[src/hw/rtl/lpg_pkg.sv]
`timescale 1ns / 1ps
// ----------------------------------------------------------------------------
// lpg_pkg
// Shared types, codes and helper functions for the lifecycle phase gate.
// ----------------------------------------------------------------------------
package lpg_pkg;

  localparam int COUNT_WIDTH = 32;
  localparam int OUT_CNT_W   = 32;
  localparam int EPOCH_W     = 32;

  typedef logic [COUNT_WIDTH-1:0] cnt_t;
  typedef logic [OUT_CNT_W-1:0]   out_cnt_t;
  typedef logic [EPOCH_W-1:0]     epoch_t;
  typedef logic [2:0]             phase_t;
  typedef logic [1:0]             level_t;
  typedef logic [1:0]             reason_t;

  localparam cnt_t   CNT_ONE   = {{(COUNT_WIDTH-1){1'b0}}, 1'b1};
  localparam epoch_t EPOCH_ONE = {{(EPOCH_W-1){1'b0}}, 1'b1};

  localparam logic OP_TRANSITION = 1'b0;
  localparam logic OP_POLICY     = 1'b1;

  localparam phase_t PH_COLD     = 3'd0;
  localparam phase_t PH_SECURE   = 3'd1;
  localparam phase_t PH_READY    = 3'd2;
  localparam phase_t PH_DEGRADED = 3'd3;
  localparam phase_t PH_RECOVERY = 3'd4;

  localparam reason_t RC_ALLOW      = 2'd0;
  localparam reason_t RC_LEVEL      = 2'd1;
  localparam reason_t RC_BAD_TARGET = 2'd2;
  localparam reason_t RC_STRICT     = 2'd3;

  localparam level_t LEVEL_CLAMP = 2'd3;

  localparam logic   RST_STRICT   = 1'b1;
  localparam logic   RST_RANY     = 1'b1;
  localparam level_t RST_T_FLOOR  = 2'd1;
  localparam level_t RST_W_FLOOR  = 2'd2;

  typedef struct packed {
    logic       opcode;
    phase_t     target;
    level_t     level;
    logic       new_strict_forward;
    logic       new_recovery_anytime;
    logic [2:0] new_transition_floor;
    logic [2:0] new_write_floor;
  } req_t;

  typedef struct packed {
    logic     accepted;
    reason_t  reason_code;
    phase_t   phase_now;
    phase_t   target_seen;
    epoch_t   epoch_now;
    out_cnt_t total_moves;
    out_cnt_t denied_moves;
    out_cnt_t recovery_moves;
    logic     strict_now;
    logic     recovery_anytime_now;
    level_t   transition_floor_now;
    level_t   write_floor_now;
  } res_t;

  function automatic level_t clamp_floor(input logic [2:0] v);
    level_t r;
    if (v > 3'(LEVEL_CLAMP)) begin
      r = LEVEL_CLAMP;
    end else begin
      r = v[1:0];
    end
    return r;
  endfunction

  function automatic logic strict_path_ok(input phase_t from, input phase_t to);
    return ((from == PH_COLD)     && (to == PH_SECURE))   ||
           ((from == PH_SECURE)   && (to == PH_READY))    ||
           ((from == PH_READY)    && (to == PH_DEGRADED)) ||
           ((from == PH_DEGRADED) && (to == PH_READY));
  endfunction

  function automatic out_cnt_t cnt_out(input cnt_t c);
    logic [63:0] t;
    t = 64'(c);
    return t[OUT_CNT_W-1:0];
  endfunction

endpackage

[src/hw/rtl/lpg_in_stage.sv]
`timescale 1ns / 1ps
// ----------------------------------------------------------------------------
// lpg_in_stage
// Input register: holds one request until the decision stage takes it.
// ----------------------------------------------------------------------------
module lpg_in_stage import lpg_pkg::*; (
  input  logic clk,
  input  logic rst,
  input  logic in_valid,
  output logic in_ready,
  input  req_t in_req,
  input  logic take,
  output logic held_valid,
  output req_t held_req
);

  logic valid;
  req_t req;

  assign in_ready   = !valid || take;
  assign held_valid = valid;
  assign held_req   = req;

  always_ff @(posedge clk) begin
    if (rst) begin
      valid <= 1'b0;
    end else if (in_ready) begin
      valid <= in_valid;
    end
  end

  always_ff @(posedge clk) begin
    if (in_valid && in_ready) begin
      req <= in_req;
    end
  end

endmodule

[src/hw/rtl/lpg_core.sv]
`timescale 1ns / 1ps
// ----------------------------------------------------------------------------
// lpg_core
// Lifecycle state, policy registers and counters with the gating decision.
// ----------------------------------------------------------------------------
module lpg_core import lpg_pkg::*; (
  input  logic clk,
  input  logic rst,
  input  logic load,
  input  req_t req,
  output res_t res
);

  phase_t phase;
  phase_t phase_next;
  phase_t seen_tgt;
  phase_t seen_tgt_next;
  logic   strict;
  logic   strict_next;
  logic   rany;
  logic   rany_next;
  level_t t_floor;
  level_t t_floor_next;
  level_t w_floor;
  level_t w_floor_next;
  epoch_t epoch;
  epoch_t epoch_next;
  cnt_t   total;
  cnt_t   total_next;
  cnt_t   denied;
  cnt_t   denied_next;
  cnt_t   rec_cnt;
  cnt_t   rec_cnt_next;
  reason_t reason_next;
  logic   acc;
  logic   path_ok;

  always_comb begin
    phase_next       = phase;
    seen_tgt_next    = seen_tgt;
    strict_next      = strict;
    rany_next        = rany;
    t_floor_next     = t_floor;
    w_floor_next     = w_floor;
    epoch_next       = epoch;
    total_next       = total;
    denied_next      = denied;
    rec_cnt_next     = rec_cnt;
    reason_next      = RC_ALLOW;
    acc              = 1'b0;
    path_ok          = ((req.target == PH_RECOVERY) && rany) || !strict ||
                       strict_path_ok(phase, req.target);
    if (req.opcode == OP_POLICY) begin
      if (req.level < w_floor) begin
        reason_next = RC_LEVEL;
      end else begin
        strict_next  = req.new_strict_forward;
        rany_next    = req.new_recovery_anytime;
        t_floor_next = clamp_floor(req.new_transition_floor);
        w_floor_next = clamp_floor(req.new_write_floor);
        epoch_next   = epoch + EPOCH_ONE;
        acc          = 1'b1;
      end
    end else begin
      if (req.target > PH_RECOVERY) begin
        denied_next = denied + CNT_ONE;
        reason_next = RC_BAD_TARGET;
      end else if (req.level < t_floor) begin
        denied_next = denied + CNT_ONE;
        reason_next = RC_LEVEL;
      end else begin
        seen_tgt_next = req.target;
        if (!path_ok) begin
          denied_next = denied + CNT_ONE;
          reason_next = RC_STRICT;
        end else begin
          phase_next = req.target;
          total_next = total + CNT_ONE;
          if (req.target == PH_RECOVERY) begin
            rec_cnt_next = rec_cnt + CNT_ONE;
          end
          acc = 1'b1;
        end
      end
    end
  end

  always_comb begin
    res.accepted             = acc;
    res.reason_code          = reason_next;
    res.phase_now            = phase_next;
    res.target_seen          = seen_tgt_next;
    res.epoch_now            = epoch_next;
    res.total_moves          = cnt_out(total_next);
    res.denied_moves         = cnt_out(denied_next);
    res.recovery_moves       = cnt_out(rec_cnt_next);
    res.strict_now           = strict_next;
    res.recovery_anytime_now = rany_next;
    res.transition_floor_now = t_floor_next;
    res.write_floor_now      = w_floor_next;
  end

  always_ff @(posedge clk) begin
    if (rst) begin
      phase       <= PH_COLD;
      seen_tgt    <= PH_COLD;
      strict      <= RST_STRICT;
      rany        <= RST_RANY;
      t_floor     <= RST_T_FLOOR;
      w_floor     <= RST_W_FLOOR;
      epoch       <= EPOCH_ONE;
      total       <= '0;
      denied      <= '0;
      rec_cnt     <= '0;
    end else if (load) begin
      phase       <= phase_next;
      seen_tgt    <= seen_tgt_next;
      strict      <= strict_next;
      rany        <= rany_next;
      t_floor     <= t_floor_next;
      w_floor     <= w_floor_next;
      epoch       <= epoch_next;
      total       <= total_next;
      denied      <= denied_next;
      rec_cnt     <= rec_cnt_next;
    end
  end

`ifndef NO_ASSERTIONS
  a_phase_legal: assert property (@(posedge clk) disable iff (rst)
    phase <= PH_RECOVERY && seen_tgt <= PH_RECOVERY)
    else $error("phase register out of range");

  a_reason_acc: assert property (@(posedge clk) disable iff (rst)
    load && res.reason_code != RC_ALLOW |-> !res.accepted)
    else $error("denied request flagged accepted");

  a_idle_hold: assert property (@(posedge clk) disable iff (rst)
    !load |=> $stable(phase) && $stable(epoch) && $stable(total) && $stable(denied))
    else $error("state changed without a request");

  a_move_count: assert property (@(posedge clk) disable iff (rst)
    load && req.opcode == OP_TRANSITION && acc |=> total == $past(total) + CNT_ONE)
    else $error("accepted move not counted");

  a_epoch_bump: assert property (@(posedge clk) disable iff (rst)
    load && !(req.opcode == OP_POLICY && acc) |=> $stable(epoch))
    else $error("epoch moved without policy write");
`endif

endmodule

[src/hw/rtl/lpg_out_stage.sv]
`timescale 1ns / 1ps
// ----------------------------------------------------------------------------
// lpg_out_stage
// Result register: holds one result until the receiver takes it.
// ----------------------------------------------------------------------------
module lpg_out_stage import lpg_pkg::*; (
  input  logic clk,
  input  logic rst,
  input  logic src_valid,
  input  res_t src_res,
  output logic load,
  output logic out_valid,
  input  logic out_ready,
  output res_t out_res
);

  logic valid;
  res_t res;

  assign load      = src_valid && (!valid || out_ready);
  assign out_valid = valid;
  assign out_res   = res;

  always_ff @(posedge clk) begin
    if (rst) begin
      valid <= 1'b0;
    end else if (!valid || out_ready) begin
      valid <= src_valid;
    end
  end

  always_ff @(posedge clk) begin
    if (load) begin
      res <= src_res;
    end
  end

endmodule

[src/hw/rtl/lifecycle_phase_gate_top.sv]
`timescale 1ns / 1ps
// ----------------------------------------------------------------------------
// lifecycle_phase_gate_top
// Five-phase lifecycle gate: transition requests and policy writes in,
// one status result out for every request.
// ----------------------------------------------------------------------------
// usage
//   s_* takes one request per handshake; s_tuser is the opcode
//   (transition request or policy write), s_tdata carries the rest.
//   m_* returns exactly one result per request, in request order.
//   a request taken at one edge sits in the input register, is decided
//   and lands in the result register at the next edge it can move,
//   and m_tvalid rises at that same edge.
//   throughput is one request per cycle with m_tready high; the gating
//   decision and the counter updates are one short combinational step,
//   and the next request sees the updated phase and policy directly.
//   reset puts the phase in cold boot, strict and recovery-anytime on,
//   transition floor 1, write floor 2, epoch 1, counters zero.
//   when m_tready is low the result holds, the input register fills,
//   and s_tready drops until the receiver takes the result.
// ----------------------------------------------------------------------------
module lifecycle_phase_gate_top import lpg_pkg::*; (
  input  logic         clk,
  input  logic         rst,
  input  logic         s_tvalid,
  output logic         s_tready,
  // target[2:0] level[4:3] new_strict_forward[5] new_recovery_anytime[6]
  // new_transition_floor[9:7] new_write_floor[12:10] zero[15:13]
  input  logic [15:0]  s_tdata,
  // opcode[0]
  input  logic         s_tuser,
  output logic         m_tvalid,
  input  logic         m_tready,
  // accepted[0] reason_code[2:1] phase_now[5:3] target_seen[8:6]
  // epoch_now[40:9] total_moves[72:41] denied_moves[104:73]
  // recovery_moves[136:105] strict_now[137] recovery_anytime_now[138]
  // transition_floor_now[140:139] write_floor_now[142:141] zero[143]
  output logic [143:0] m_tdata
);

  req_t in_req;
  req_t held_req;
  logic held_valid;
  logic load;
  res_t core_res;
  res_t out_res;

  always_comb begin
    in_req.opcode               = s_tuser;
    in_req.target               = s_tdata[2:0];
    in_req.level                = s_tdata[4:3];
    in_req.new_strict_forward   = s_tdata[5];
    in_req.new_recovery_anytime = s_tdata[6];
    in_req.new_transition_floor = s_tdata[9:7];
    in_req.new_write_floor      = s_tdata[12:10];
  end

  lpg_in_stage u_in (
    .clk        (clk),
    .rst        (rst),
    .in_valid   (s_tvalid),
    .in_ready   (s_tready),
    .in_req     (in_req),
    .take       (load),
    .held_valid (held_valid),
    .held_req   (held_req)
  );

  lpg_core u_core (
    .clk  (clk),
    .rst  (rst),
    .load (load),
    .req  (held_req),
    .res  (core_res)
  );

  lpg_out_stage u_out (
    .clk       (clk),
    .rst       (rst),
    .src_valid (held_valid),
    .src_res   (core_res),
    .load      (load),
    .out_valid (m_tvalid),
    .out_ready (m_tready),
    .out_res   (out_res)
  );

  always_comb begin
    m_tdata          = '0;
    m_tdata[0]       = out_res.accepted;
    m_tdata[2:1]     = out_res.reason_code;
    m_tdata[5:3]     = out_res.phase_now;
    m_tdata[8:6]     = out_res.target_seen;
    m_tdata[40:9]    = out_res.epoch_now;
    m_tdata[72:41]   = out_res.total_moves;
    m_tdata[104:73]  = out_res.denied_moves;
    m_tdata[136:105] = out_res.recovery_moves;
    m_tdata[137]     = out_res.strict_now;
    m_tdata[138]     = out_res.recovery_anytime_now;
    m_tdata[140:139] = out_res.transition_floor_now;
    m_tdata[142:141] = out_res.write_floor_now;
  end

endmodule
[config.mk]
export PLATFORM = sky130hd
export DESIGN_NAME = lifecycle_phase_gate_top
export DESIGN_NICKNAME = d
export VERILOG_FILES = /design/src/hw/rtl/lpg_pkg.sv /design/src/hw/rtl/lpg_in_stage.sv /design/src/hw/rtl/lpg_core.sv /design/src/hw/rtl/lpg_out_stage.sv /design/src/hw/rtl/lifecycle_phase_gate_top.sv
export SDC_FILE = /design/constraint.sdc
export NUM_CORES = 1
export LEC_CHECK = 0
export ABC_AREA = 1
export BUFFER_PORTS_ARGS = -buffer_cell sky130_fd_sc_hd__buf_4
export CELL_PAD_IN_SITES_DETAIL_PLACEMENT = 1
export CELL_PAD_IN_SITES_GLOBAL_PLACEMENT = 1
export CORE_AREA = 3 3 204 206
export DETAILED_ROUTE_END_ITERATION = 10
export DIE_AREA = 0 0 207 209
export HOLD_SLACK_MARGIN = 0.05
export MAX_ROUTING_LAYER = met4
export PLACE_DENSITY_LB_ADDON = 0.1
export SYNTH_ARGS = -nofsm -noshare
export SYNTH_HDL_FRONTEND = slang
export SYNTH_SLANG_ARGS = --single-unit
[constraint.sdc]
create_clock -name clk -period 12.4 [get_ports clk]
set_input_delay 0.62 -clock clk [delete_from_list [all_inputs] [get_ports clk]]
set_output_delay 0.62 -clock clk [all_outputs]
set_load 0.01 [all_outputs]
# Yosys cells after proc, flatten, opt, wreduce, memory -nomap -nowiden
# Index checks and enable logic that the tools add are counted.
[totals]
inputBits = 21
mem_bits_rw = 0
reg_bits = 299
latchBits = 0
memories = 0
out_inout_bits = 146
romBits = 0
[classes]
n_shift = 0
n_reduce_logical = 18
bitwise = 0
n_lt_le_gt_ge = 5
n_div = 0
mul = 0
n_mux = 42
addsub = 4
n_eq_ne = 7
[ops]
columns = ["op", "n"]
rows = [
  ["$mux 32", 15],
  ["$add 32x1->32 const B", 4],
  ["$mux 3", 7],
  ["$mux 2", 10],
  ["$eq 3x2->1 const B", 4],
  ["$mux 1", 10],
  ["$logic_and 1x1->1", 7],
  ["$logic_or 1x1->1", 7],
  ["$eq 3x1->1 const B", 2],
  ["$gt 3x2->1 const B", 2],
  ["$lt 2x2->1", 2],
  ["$eq 3x3->1 const B", 1],
  ["$gt 3x3->1 const B", 1],
  ["$logic_not 1->1", 3],
  ["$logic_not 3->1", 1],
]

# Depth between registers and ports, before layout
# Gate-level depths: netlist of the first run.
[depth]
depth_word = 10
ltp_mapped = 16
mapped_depth_nobuf = 15

# By module
# A second synthesis of the first run with hierarchy kept.
[hier_totals]
cells_unflattened = 1800
area_unflattened_um2 = 14385.0
[modules_own_cells]
columns = ["mod", "seq_area_each_um2", "cells_each", "area_per_inst_um2", "n_inst"]
rows = [
  ["lpg_core", 2802.7, 1629, 9564.2, 1],
  ["lpg_out_stage", 4314.1, 149, 4341.7, 1],
  ["lpg_in_stage", 440.4, 20, 467.9, 1],
  ["lifecycle_phase_gate_top", 0.0, 2, 11.3, 1],
]

# Worst setup path after synthesis of the first run
# OpenSTA, ideal clock, no wires.
[synth_path]
kind = "in2reg"
startpoint = "input m_tready"
endpoint = "register u_out.res, in the netlist u_out.out_res[0] (enable)"
path_stages = 6
setup_time_ns = 0.564
required_time_ns = 11.836
slack_ns = 6.525
arrival_ns = 5.311
path_cell_list = "inv_1 nand2_1 nand2_1 inv_1 clkbuf_1 clkbuf_1"
[synth_between]
elab_chain_cells = 2
[synth_lines]
columns = ["item", "line_no", "source"]
rows = [
  ["from (decl)", "lifecycle_phase_gate_top.sv:33", "input logic m_tready,"],
  ["$logic_or 1x1->1", "lpg_out_stage.sv:20", "assign load = src_valid && (!valid || out_ready);"],
  ["$logic_and 1x1->1", "lpg_out_stage.sv:20", ""],
  ["named net load", "lifecycle_phase_gate_top.sv:44", "logic load;"],
  ["to (signal assigned)", "lpg_out_stage.sv:34", "res <= src_res;"],
  ["to (decl)", "lpg_out_stage.sv:18", "res_t res;"],
]
# The timed path passes the listed nets, and every way through them passes these cells.
# A chain may end at the register's enable or synchronous reset.

# Worst setup path after layout of the first run
[layout_path]
startpoint = "register u_out.valid (netlist: u_out.out_valid)"
endpoint = "register u_core.epoch[4]"
[layout_between]
elab_chain_cells = 3
[layout_lines]
columns = ["item", "line_no", "source"]
rows = [
  ["from (decl)", "lpg_out_stage.sv:17", "logic valid;"],
  ["from (signal assigned)", "lpg_out_stage.sv:28", "valid <= src_valid;"],
  ["$logic_not 1->1", "lpg_out_stage.sv:20", ""],
  ["$logic_or 1x1->1", "lpg_out_stage.sv:20", ""],
  ["$logic_and 1x1->1", "lpg_out_stage.sv:20", ""],
  ["to (signal assigned)", "lpg_core.sv:122", "epoch <= epoch_next;"],
  ["to (decl)", "lpg_core.sv:26", "epoch_t epoch;"],
]
# Every way passes these cells.

==> results of run 1 <==
sequential cells by signal (all words and copies together), names as in the netlist:
register and cells:
u_in.held_valid 1, u_core.rec_cnt 32, u_out.out_valid 1, u_core.phase 3, u_core.epoch 32, u_core.strict 1
u_out.out_res 143, u_core.denied 32, u_core.w_floor 2, u_in.held_req 14, u_core.total 32, u_core.rany 1
u_core.seen_tgt 3, u_core.t_floor 2
final timing paths:
kind	slack (ps)	cells past startpoint	to
worst min-delay path	260	1	u_in.held_req[12]$_DFFE_PP_
worst max-delay path	9120	8	u_core.epoch[4]$_SDFFE_PP0P_
worst min register to register	520	2	u_core.w_floor[1]$_SDFFE_PP1P_
worst max register to register	9120	8	u_core.epoch[4]$_SDFFE_PP0P_
report_power, final:
group,internal (mW),switching [mW]
clock network,0.653,0.419
logic,0.0844,0.163
registers,1.11,0.0442
per-stage QoR:
stage                     setup slack (ps)  std cells  area, µm²  hold slack [ps]  total power [mW]
after detailed placement              8622       2367      15940            498.6             1.430
after global routing                  8698       2431      17120            238.1             2.600
after floorplan                       6525       1734      14330            459.8             1.331
after global placement                8712       2367      15940            489.8             1.420
final                                 9117       2431      17120            259.8             2.477
after CTS                             9015       2431      17120            223.9             2.523
placed cells by master (no fill, tap or decap), types with 3 or more instances in the layout:
| master | count |
|---|---|
| a21oi_1 | 118 |
| a21oi_2 | 3 |
| buf_4 | 168 |
| bufinv_16 | 4 |
| clkbuf_1 | 7 |
| clkbuf_16 | 37 |
| clkbuf_8 | 4 |
| clkinv_1 | 6 |
| clkinv_2 | 6 |
| dfxtp_1 | 142 |
| edfxtp_1 | 157 |
| ha_1 | 6 |
| inv_1 | 308 |
| inv_2 | 3 |
| nand2_1 | 353 |
| nand2_2 | 4 |
| nand2_4 | 8 |
| nand3_1 | 108 |
| nand3b_1 | 3 |
| nand4_1 | 32 |
| nor2_1 | 156 |
| nor2_2 | 9 |
| nor2_4 | 5 |
| nor3_1 | 29 |
| nor3_2 | 3 |
| nor4_1 | 4 |
| o21ai_0 | 91 |
| o21ai_1 | 37 |
| o21ai_2 | 6 |
| o21bai_1 | 6 |
| xnor2_1 | 3 |
| xor2_1 | 61 |
cell usage after synthesis, types with 7 or more instances:
library cell	number	area share [%]
buf_2	10	0.35
edfxtp_1	157	33
nand2_4	7	0.55
xor2_1	61	3.7
dfxtp_1	142	20
o21ai_0	91	3.2
a21oi_1	118	4.1
nand4_1	32	1.4
o21ai_1	37	1.3
nand2_1	354	9.3
nor3_1	29	1.0
inv_1	309	8.1
nor2_1	156	4.1
nand3_1	108	3.8
clkbuf_1	40	1.0
nor2_2	9	0.39
per-layer routing:
| metal | vias up | track usage [%] | part of all wire [%] |
|---|---|---|---|
| li1 | 5849 | - | - |
| met1 | 5642 | 23.92 | 47 |
| met2 | 139 | 31.52 | 48 |
| met3 | 47 | 3.048 | 3.0 |
| met4 | 0 | 4.682 | 1.7 |
| met5 | - | - | 0 |
logic make-up (layout without fill, tap and decap cells):
kind of cell    Yosys count  count (layout)  share of synthesized area (%)
compound gates          266             266                          9.773
flops                   299             299                          52.75
buf+inv                 374             546                          10.50
other cells               1               1                        0.02618
fa+ha+maj                 6               6                         0.5240
simple gates            723             723                          22.40
xor+xnor                 65              65                          4.026
layout make-up:
class	instances	area [µm²]	area share [%]
Clock inverter	16	177.7	1.038
Multi-Input combinational cell	1061	5273	30.80
Tap cell	525	656.9	3.837
Sequential cell	299	7557	44.14
Timing Repair Buffer	168	1261	7.366
Inverter	314	1189	6.942
Clock buffer	48	1007	5.883
==> reports/metrics.yaml, run 1 <==
floorplanning:
  initial_utilization_pct: 35.97
  die_x_um: 207
  rows: 73
  pin_count: 167
  core_um2: 39820
  dieArea_um2: 43260
  die-height_um: 209
clock_tree:
  clkTransAtPathRegs_ps: 60
  cts-buffers-inserted: 36
  insertion_delay_ps: 540
  cts_tree: "built"
  clock_path_buffers: 3
  postCtsResizedCells: 0
  htreeDepth: 2
  post-cts-setup-buffer-count: 0
  cts_num_sinks: 299
  postCtsHoldBufs: 0
  root_buffer: "clkbuf_16"
setup_path:
  cp_cell_sequence: "nand2_1, nand2_4, inv_8, buf_4, nor2_1, nor2_1, o21ai_0, inv_1"
  start_kind: "flop"
  cp.required_ps: 12880
  cp.arrival_ps: 3760
  end_kind: "flop"
  max_stage_delay_ps: 970
  startpoint: "u_out.out_valid$_SDFFE_PP0P_"
  cp_num_buf_inv: 3
  critPathMostFrequentCell: "nor2_1"
  r2r-start: "u_out.out_valid$_SDFFE_PP0P_"
  cp_max_fo: 161
  crit_type: "flop to flop"
  cp_top_family: "buffers and inverters"
  slowest_stage: "buf_4"
yosys:
  synth.distinct_cells: 44
  avgSynthCellArea_um2: 8.262
  netlist_area_um2: 14330
  synth-main-ff-cell: "edfxtp_1"
  syn_nets: 1761
  yosys_warnings: 0
  syn_inst: 1734
  async_flop_share_pct: 0
  ys_seq_area_share_pct: 52.75
  synth_seq_cells: 299
  synth_edf_count: 157
sta:
  tns_ps: 0
  setup_viol: 0
  rsz0062_at_grt: "no"
  relSlewSlack_pct: 19.78
  fmax_ghz: 0.3046
  fin_crit_sh_pct: 26.48
  slew_violations: 0
  skew_ps: 13.46
  finalCriticalPeriod_ps: 3283
  hold_violations: 0
  worst_slew_pin_slew_ps: 1202
grt:
  grt_usage_pct: 18.81
  grt_pass1_wl_mm: 64.45
  antenna_found_initial: 0
  grt_pass1_vias: 12120
  grt_start_max_net_pins: 162
  overflow: 0
min_path:
  hp-start: "s_tdata[2]"
  hold_class: "input pin to flop"
placed_design:
  dpl.hpwl_mm: 27.03
  port_buffers: 162
  place.gp.congestion: 0.7939
detailed_routing:
  detail_route.first_pass.iterations: 5
  drt-total-wl_mm: 39.51
  antenna_left: 0
  viasPerCell: 4.803
  drc: 0
  dr_total_vias: 11680
  wl_per_cell_um: 16.25
  first_iter_violations: 426
power:
  p_leak_nw: 7.668
  powerDensity_nw_per_um2: 144.7
  ir_drop_mv: 0.08064
final_layout:
  syn2layout_area_growth_pct: 19.51
  antenna_cells: 0
  fin_nets: 1907
  drive_gt1_share_pct: 14.32
  utilization_pct: 42.99
  fillers: 4765
job:
  cap_violations: 0
outcome:
  outcome: "finished, final reports clean"
Power figures use the tool's default switching activity.
==> run 2, diff against run 1 <==
==> constraint.sdc (replaced) <==
create_clock -name clk -period 2.95 [get_ports clk]
set_input_delay 0.1475 -clock clk [delete_from_list [all_inputs] [get_ports clk]]
set_output_delay 0.1475 -clock clk [all_outputs]
set_load 0.01 [all_outputs]
==> reports/metrics.yaml, run 2 (synthesis gave the netlist of run 1 again) <==
setup_path:
  critPathMostFrequentCell: "nand2_4"  # was nor2_1
  cp.required_ps: 3240  # was 12880 ps
  reg2reg_slack_ps: 480  # was 9120 ps
  worst_r2r_path_depth: 8  # unchanged
  cp_max_fo: 29  # was 161
  r2r-start: "u_in.held_req[10]$_DFFE_PP_"  # was u_out.out_valid$_SDFFE_PP0P_
  r2r_end: "u_out.out_res[93]$_DFFE_PP_"  # was u_core.epoch[4]$_SDFFE_PP0P_
  end_kind: "flop"  # unchanged
  slowest_stage: "edfxtp_1"  # was buf_4
  start_kind: "flop"  # unchanged
  cp_cell_sequence: "o21ai_4, nand2_4, nor2_8, nand2_4, inv_4, nand3_1, xor2_1, inv_1"  # was nand2_1, nand2_4, inv_8, buf_4, nor2_1, nor2_1, o21ai_0, inv_1
  max_stage_delay_ps: 520  # was 970 ps
  crit_type: "flop to flop"  # unchanged
  cp.arrival_ps: 2750  # was 3760 ps
floorplanning:
  core_um2: 39820  # unchanged
  die-height_um: 209  # unchanged
  die_x_um: 207  # unchanged
  pin_count: 167  # unchanged
  initial_utilization_pct: 35.97  # unchanged
  rows: 73  # unchanged
  dieArea_um2: 43260  # unchanged
sta:
  slew_violations: 0  # unchanged
  relSlewSlack_pct: 39.71  # was 19.78%
  layout_setup_ws_ps: 483.6  # was 9117 ps
  fin_crit_sh_pct: 83.61  # was 26.48%
  tns_ps: 0  # unchanged
  finalCriticalPeriod_ps: 2466  # was 3283 ps
  setup_viol: 0  # unchanged
  rsz0062_at_grt: "no"  # unchanged
  fmax_ghz: 0.4054  # was 0.3046 GHz
  worst_slew_pin_slew_ps: 904.4  # was 1202 ps
  hold_violations: 0  # unchanged
  skew_ps: 11.99  # was 13.46 ps
placed_design:
  place_ws_ps: 487.0  # was 8622 ps
  place.gp.congestion: 0.8104  # was 0.7939
  port_buffers: 162  # unchanged
  placed_cells: 2375  # was 2367
  dpl.hpwl_mm: 27.82  # was 27.03 mm
grt:
  grt_pass1_wl_mm: 65.12  # was 64.45 mm
  grt_usage_pct: 19.03  # was 18.81%
  overflow: 0  # unchanged
  grt_pass1_vias: 12240  # was 12120
  antenna_found_initial: 0  # unchanged
  grt_start_max_net_pins: 172  # was 162
final_layout:
  syn2layout_area_growth_pct: 20.79  # was 19.51%
  antenna_cells: 0  # unchanged
  largest_register_ffs: 143  # unchanged
  fillers: 4840  # was 4765
  final_common_cell: "nand2_1"  # unchanged
  mostFrequentLayoutCells: "nand2_1, inv_1, buf_4"  # unchanged
  stdcell_count: 2454  # was 2431
  drive_gt1_share_pct: 14.57  # was 14.32%
  fin_nets: 1931  # was 1907
  utilization_pct: 43.45  # was 42.99%
clock_tree:
  postCtsResizedCells: 0  # unchanged
  root_buffer: "clkbuf_16"  # unchanged
  htreeDepth: 2  # unchanged
  clock_path_buffers: 3  # unchanged
  cts_num_sinks: 299  # unchanged
  cts_tree: "built"  # unchanged
  insertion_delay_ps: 540  # about the same
  post-cts-setup-buffer-count: 0  # unchanged
  cts-buffers-inserted: 35  # was 36
  clkTransAtPathRegs_ps: 60  # about the same
detailed_routing:
  dr_total_vias: 11780  # was 11680
  drt-total-wl_mm: 39.93  # was 39.51 mm
  detail_route.first_pass.iterations: 7  # was 5
  first_iter_violations: 490  # was 426
  antenna_left: 0  # unchanged
  drc: 0  # unchanged
  viasPerCell: 4.802  # was 4.803
  wl_per_cell_um: 16.27  # was 16.25 µm
power:
  ir_drop_mv: 0.3433  # was 0.08064 mV
  powerDensity_nw_per_um2: 583.0  # was 144.7 nW/µm²
  power_mw: 10.09  # was 2.477 mW
  p_leak_nw: 7.742  # was 7.668 nW
outcome:
  outcome: "finished, final reports clean"  # unchanged
job:
  cap_violations: 0  # unchanged
min_path:
  hp-start: "rst"  # was s_tdata[2]
  hold_depth: 2  # was 1
  hold_end: "u_out.out_valid$_SDFFE_PP0P_"  # was u_in.held_req[12]$_DFFE_PP_
  hold_class: "input pin to flop"  # unchanged
-- run 2: changes by cell type in the layout (fill, tap and decap cells not counted), moves of 3 or more --
cell           delta
clkinvlp_4        +3
buf_12            +4
bufinv_16         -3
dlygate4sd3_1    +17
clkbuf_8          -3
buf_4             +4
-- run 2: how the worst max path moves through the flow --
stage                                              to                          from
final                     u_out.out_res[93]$_DFFE_PP_   u_in.held_req[10]$_DFFE_PP_
after global routing      u_out.out_res[93]$_DFFE_PP_   u_in.held_req[10]$_DFFE_PP_
after CTS                 u_out.out_res[93]$_DFFE_PP_   u_in.held_req[10]$_DFFE_PP_
after detailed placement  u_out.out_res[93]$_DFFE_PP_   u_in.held_req[10]$_DFFE_PP_
after global placement    u_out.out_res[90]$_DFFE_PP_   u_in.held_req[10]$_DFFE_PP_
after floorplan            u_out.out_res[0]$_DFFE_PP_  u_out.out_valid$_SDFFE_PP0P_
-- run 2: worst max-delay path, delay by kind of cell (launching register included) --
kind | cells | cell delay, ps
flip-flops | 1 | 520
XOR/XNOR | 1 | 210
buffers and inverters | 2 | 430
AND/OR/NAND/NOR | 4 | 700
AO/OA/AOI/OAI | 1 | 330
-- run 2: power breakdown --
| group | switching, mW | total [mW] | internal, mW |
|---|---|---|---|
| sequential | 0.188 | 4.87 | 4.68 |
| combinational | 0.686 | 1.07 | 0.386 |
| clock | 1.75 | 4.15 | 2.40 |
-- run 2: what timing repair did --
action / 4_1_cts / 5_1_grt
hold buffers: 17 / 0
hold endpoints to repair: 16 / 0
setup endpoints to repair: 0 / 0
-- run 2: metal layers --
metal / part of all wire, % / global-route usage, % / routed length [µm] / up-vias
li1: - / - / - / 5895
met1: 47 / 24.26 / 18660 / 5681
met2: 48 / 31.41 / 18980 / 157
met3: 3.5 / 3.093 / 1381 / 51
met4: 2.3 / 5.548 / 915 / 0
met5: 0 / - / 0 / -
-- run 2: cell type report --
cell class / instances / area, µm² / area share (%)
inverter: 314 / 1189 / 6.869
clock inverter: 18 / 125.1 / 0.7231
timing repair buffer: 193 / 1541 / 8.908
sequential: 299 / 7557 / 43.67
tap: 525 / 656.9 / 3.796
clock buffer: 44 / 962.2 / 5.560
multi-input combinational: 1061 / 5273 / 30.47
-- run 2: through the flow --
stage,cell area (µm²),hold WS [ps]
3_5_place_dp,16050,327.1
5_1_grt,17300,91.80
6_report,17300,96.60
2_1_floorplan,14330,246.4
3_3_place_gp,16050,327.1
4_1_cts,17300,64.41
==> run 3, diff against run 2 <==
--- a/config.mk
+++ b/config.mk
@@ -5,13 +5,13 @@
 export SDC_FILE = /design/constraint.sdc
 export NUM_CORES = 1
 export LEC_CHECK = 0
-export ABC_AREA = 1
+export ABC_AREA = 0
 export BUFFER_PORTS_ARGS = -buffer_cell sky130_fd_sc_hd__buf_4
 export CELL_PAD_IN_SITES_DETAIL_PLACEMENT = 1
 export CELL_PAD_IN_SITES_GLOBAL_PLACEMENT = 1
-export CORE_AREA = 3 3 204 206
+export CORE_AREA = 3 3 203 205
 export DETAILED_ROUTE_END_ITERATION = 10
-export DIE_AREA = 0 0 207 209
+export DIE_AREA = 0 0 206 208
 export HOLD_SLACK_MARGIN = 0.05
 export MAX_ROUTING_LAYER = met4
 export PLACE_DENSITY_LB_ADDON = 0.1
==> constraint.sdc (replaced) <==
create_clock -name clk -period 2.1 [get_ports clk]
set_input_delay 0.105 -clock clk [delete_from_list [all_inputs] [get_ports clk]]
set_output_delay 0.105 -clock clk [all_outputs]
set_load 0.01 [all_outputs]
==> reports/metrics.yaml, run 3 <==
sta:
  finalCriticalPeriod_ps: 2522  # was 2466 ps
  fmax_ghz: 0.3965  # was 0.4054 GHz
  slew_violations: 0  # unchanged
  skew_ps: 11.17  # was 11.99 ps
  fin_crit_sh_pct: 120.1  # was 83.61%
  relSlewSlack_pct: 61.96  # was 39.71%
  hold_violations: 0  # unchanged
  setup_viol: 205  # was 0
  worst_slew_pin_slew_ps: 570.6  # was 904.4 ps
  rsz0062_at_grt: "yes"  # was no
  layout_setup_ws_ps: -421.9  # was 483.6 ps
yosys:
  synth_area_leaders: "edfxtp_1, dfxtp_1, xor2_1"  # was edfxtp_1, dfxtp_1, nand2_1
  syn_inst: 1412  # was 1734
  synth-main-ff-cell: "edfxtp_1"  # unchanged
  yosysMostFrequentCell: "edfxtp_1"  # was nand2_1
  synthMuxAreaShare_pct: 2.305  # was 0%
  synth.distinct_cells: 51  # was 44
  synth_adder_area_share_pct: 0.5298  # was 0.5240%
  synth_seq_cells: 299  # unchanged
  synth_xor_area_share_pct: 8.035  # was 4.026%
  yosys_warnings: 0  # unchanged
  avgSynthCellArea_um2: 10.04  # was 8.262 µm²
  synthTopCellsByCount: "edfxtp_1, dfxtp_1, nor2_1, a21oi_1, nand2_1"  # was nand2_1, inv_1, edfxtp_1, nor2_1, dfxtp_1
  synth_edf_count: 157  # unchanged
  synthSimpleGateAreaFrac_pct: 22.37  # was 22.40%
  syn_nets: 1439  # was 1761
  synth.top_cell.area_share_pct: 33.27  # was 32.91%
  synth_top_area_cell: "edfxtp_1"  # unchanged
  async_flop_share_pct: 0  # unchanged
  synth-compound-area-share_pct: 10.20  # was 9.773%
  synth_top_family_by_area: "simple AND/OR/NAND/NOR gates"  # unchanged
  ys_seq_area_share_pct: 53.33  # was 52.75%
  netlist_area_um2: 14170  # was 14330 µm²
setup_path:
  cp.arrival_ps: 2990  # was 2750 ps
  crit_type: "flop to flop"  # unchanged
  start_kind: "flop"  # unchanged
  cp_top_family: "simple AND/OR/NAND/NOR gates"  # unchanged
  r2r_end: "u_core.rec_cnt[2]$_SDFFE_PP0P_"  # was u_out.out_res[93]$_DFFE_PP_
  end_kind: "flop"  # unchanged
  max_stage_delay_ps: 520  # about the same
  reg2reg_slack_ps: -420  # was 480 ps
  cp.required_ps: 2570  # was 3240 ps
  cp_num_buf_inv: 3  # was 2
  slowest_stage: "edfxtp_1"  # unchanged
  cp_max_fo: 19  # was 29
  critPathMostFrequentCell: "buf_4"  # was nand2_4
  cp_cell_sequence: "nor4bb_4, a22o_2, buf_4, o211ai_1, clkbuf_16, buf_4, or4_4, a21oi_2"  # was o21ai_4, nand2_4, nor2_8, nand2_4, inv_4, nand3_1, xor2_1, inv_1
  worst_r2r_path_depth: 8  # unchanged
  r2r-start: "u_in.held_req[12]$_DFFE_PP_"  # was u_in.held_req[10]$_DFFE_PP_
detailed_routing:
  detail_route.first_pass.iterations: 4  # was 7
  wl_per_cell_um: 20.13  # was 16.27 µm
  dr_total_vias: 12820  # was 11780
  drt-total-wl_mm: 48.46  # was 39.93 mm
  drc: 0  # unchanged
  antenna_left: 0  # unchanged
  first_iter_violations: 494  # was 490
  viasPerCell: 5.327  # was 4.802
grt:
  grtUsageMet3_pct: 3.395  # was 3.093%
  grt_pass1_wl_mm: 70.27  # was 65.12 mm
  grtUsageMet2_pct: 34.20  # was 31.41%
  grt_usage_pct: 20.86  # was 19.03%
  antenna_found_initial: 1  # was 0
  busiest_layer: "met2"  # unchanged
  grt_start_max_net_pins: 57  # was 172
  grt_pass1_vias: 13040  # was 12240
  use_met1_pct: 26.38  # was 24.26%
  overflow: 0  # unchanged
power:
  p_leak_nw: 8.625  # was 7.742 nW
  powerDensity_nw_per_um2: 650.3  # was 583.0 nW/µm²
  ir_drop_mv: 0.5604  # was 0.3433 mV
  power_mw: 14.03  # was 10.09 mW
final_layout:
  final_common_cell: "buf_4"  # was nand2_1
  fin_nets: 1882  # was 1931
  syn2layout_area_growth_pct: 52.23  # was 20.79%
  largest_register_ffs: 143  # unchanged
  drive_gt1_share_pct: 42.37  # was 14.57%
  mostFrequentLayoutCells: "buf_4, edfxtp_1, dfxtp_1"  # was nand2_1, inv_1, buf_4
  final_cell_area_um2: 21570  # was 17300 µm²
clock_tree:
  cts-buffers-inserted: 37  # was 35
  htreeDepth: 2  # unchanged
  clkTransAtPathRegs_ps: 60  # about the same
  insertion_delay_ps: 540  # about the same
  cts_num_sinks: 299  # unchanged
  cts_tree: "built"  # unchanged
  clock_path_buffers: 3  # unchanged
  root_buffer: "clkbuf_16"  # unchanged
floorplanning:
  initial_utilization_pct: 35.75  # was 35.97%
  pin_count: 167  # unchanged
  dieArea_um2: 42850  # was 43260 µm²
  rows: 73  # unchanged
  die_x_um: 206  # was 207 µm
  core_um2: 39640  # was 39820 µm²
  die-height_um: 208  # was 209 µm
outcome:
  violations: "negative setup slack"
  outcome: "finished, violations left"  # was finished, final reports clean
placed_design:
  place.gp.congestion: 0.8268  # was 0.8104
  placed_area_um2: 17840  # was 16050 µm²
  dpl.hpwl_mm: 29.32  # was 27.82 mm
  port_buffers: 162  # unchanged
  place_ws_ps: -355.6  # was 487.0 ps
min_path:
  hp-start: "s_tdata[9]"  # was rst
  hold_depth: 2  # unchanged
  hold_class: "input pin to flop"  # unchanged
  hold_end: "u_in.held_req[5]$_DFFE_PP_"  # was u_out.out_valid$_SDFFE_PP0P_
job:
  cap_violations: 0  # unchanged
==> run 3: logic make-up after synthesis <==
family,count (synthesis)
compound gates,235
xor+xnor,130
fa+ha+maj,6
buf+inv,114
flops,299
mux,29
other cells,1
simple gates,598
==> run 3: final cells by class <==
cell class / count / area (µm²)
clock inverters: 17 / 138.9
fillers: 4288 / 18070
inverters: 20 / 80.08
diodes: 1 / 2.502
repair buffers: 495 / 4314
flip-flops and latches: 299 / 7569
well taps: 525 / 656.9
multi-input cells: 1002 / 7812
clock buffers: 48 / 997.2
==> run 3: worst max path at each step <==
stage | from | endpoint | cells after the start
after floorplan | u_in.held_req[11]$_DFFE_PP_ | u_out.out_res[57]$_DFFE_PP_ | 10
after global routing | u_in.held_req[12]$_DFFE_PP_ | u_core.rec_cnt[2]$_SDFFE_PP0P_ | 9
after detailed placement | u_in.held_req[12]$_DFFE_PP_ | u_core.rec_cnt[28]$_SDFFE_PP0P_ | 7
final | u_in.held_req[12]$_DFFE_PP_ | u_core.rec_cnt[2]$_SDFFE_PP0P_ | 8
after global placement | u_in.held_req[11]$_DFFE_PP_ | u_core.rec_cnt[29]$_SDFFE_PP0P_ | 7
after CTS | u_in.held_req[11]$_DFFE_PP_ | u_core.rec_cnt[28]$_SDFFE_PP0P_ | 7
==> run 3: routing by layer <==
layer	share of wire [%]	wire, µm
met1	43	20810
met2	51	24600
met3	3.2	1569
met4	3.1	1485
met5	0	0
==> run 3: through the flow <==
step	hold WS [ps]	utilization, %	std cells	TNS (ps)
after floorplan	203.9	-	1412	-24030
after global placement	285.4	44.99	2246	-19220
after detailed placement	284.6	44.99	2246	-34840
after CTS	261.8	50.70	2355	-22490
after global routing	286.4	54.42	2407	-55280
final	291.7	54.42	2407	-44500
==> run 3: power by group <==
group | internal (mW) | switching (mW)
sequential | 6.32 | 0.0819
clock | 3.59 | 2.51
combinational | 0.684 | 0.842
total | 10.6 | 3.43
==> run 3: timing repair <==
item / CTS / global route
cloned: 6 / 13
setup buffers: 19 / 44
endpoints found under the hold margin: 26 / 0
setup endpoints to repair: 206 / 264
pin swaps: 59 / 113
hold buffers: 19 / 0
resized for setup: 142 / 217
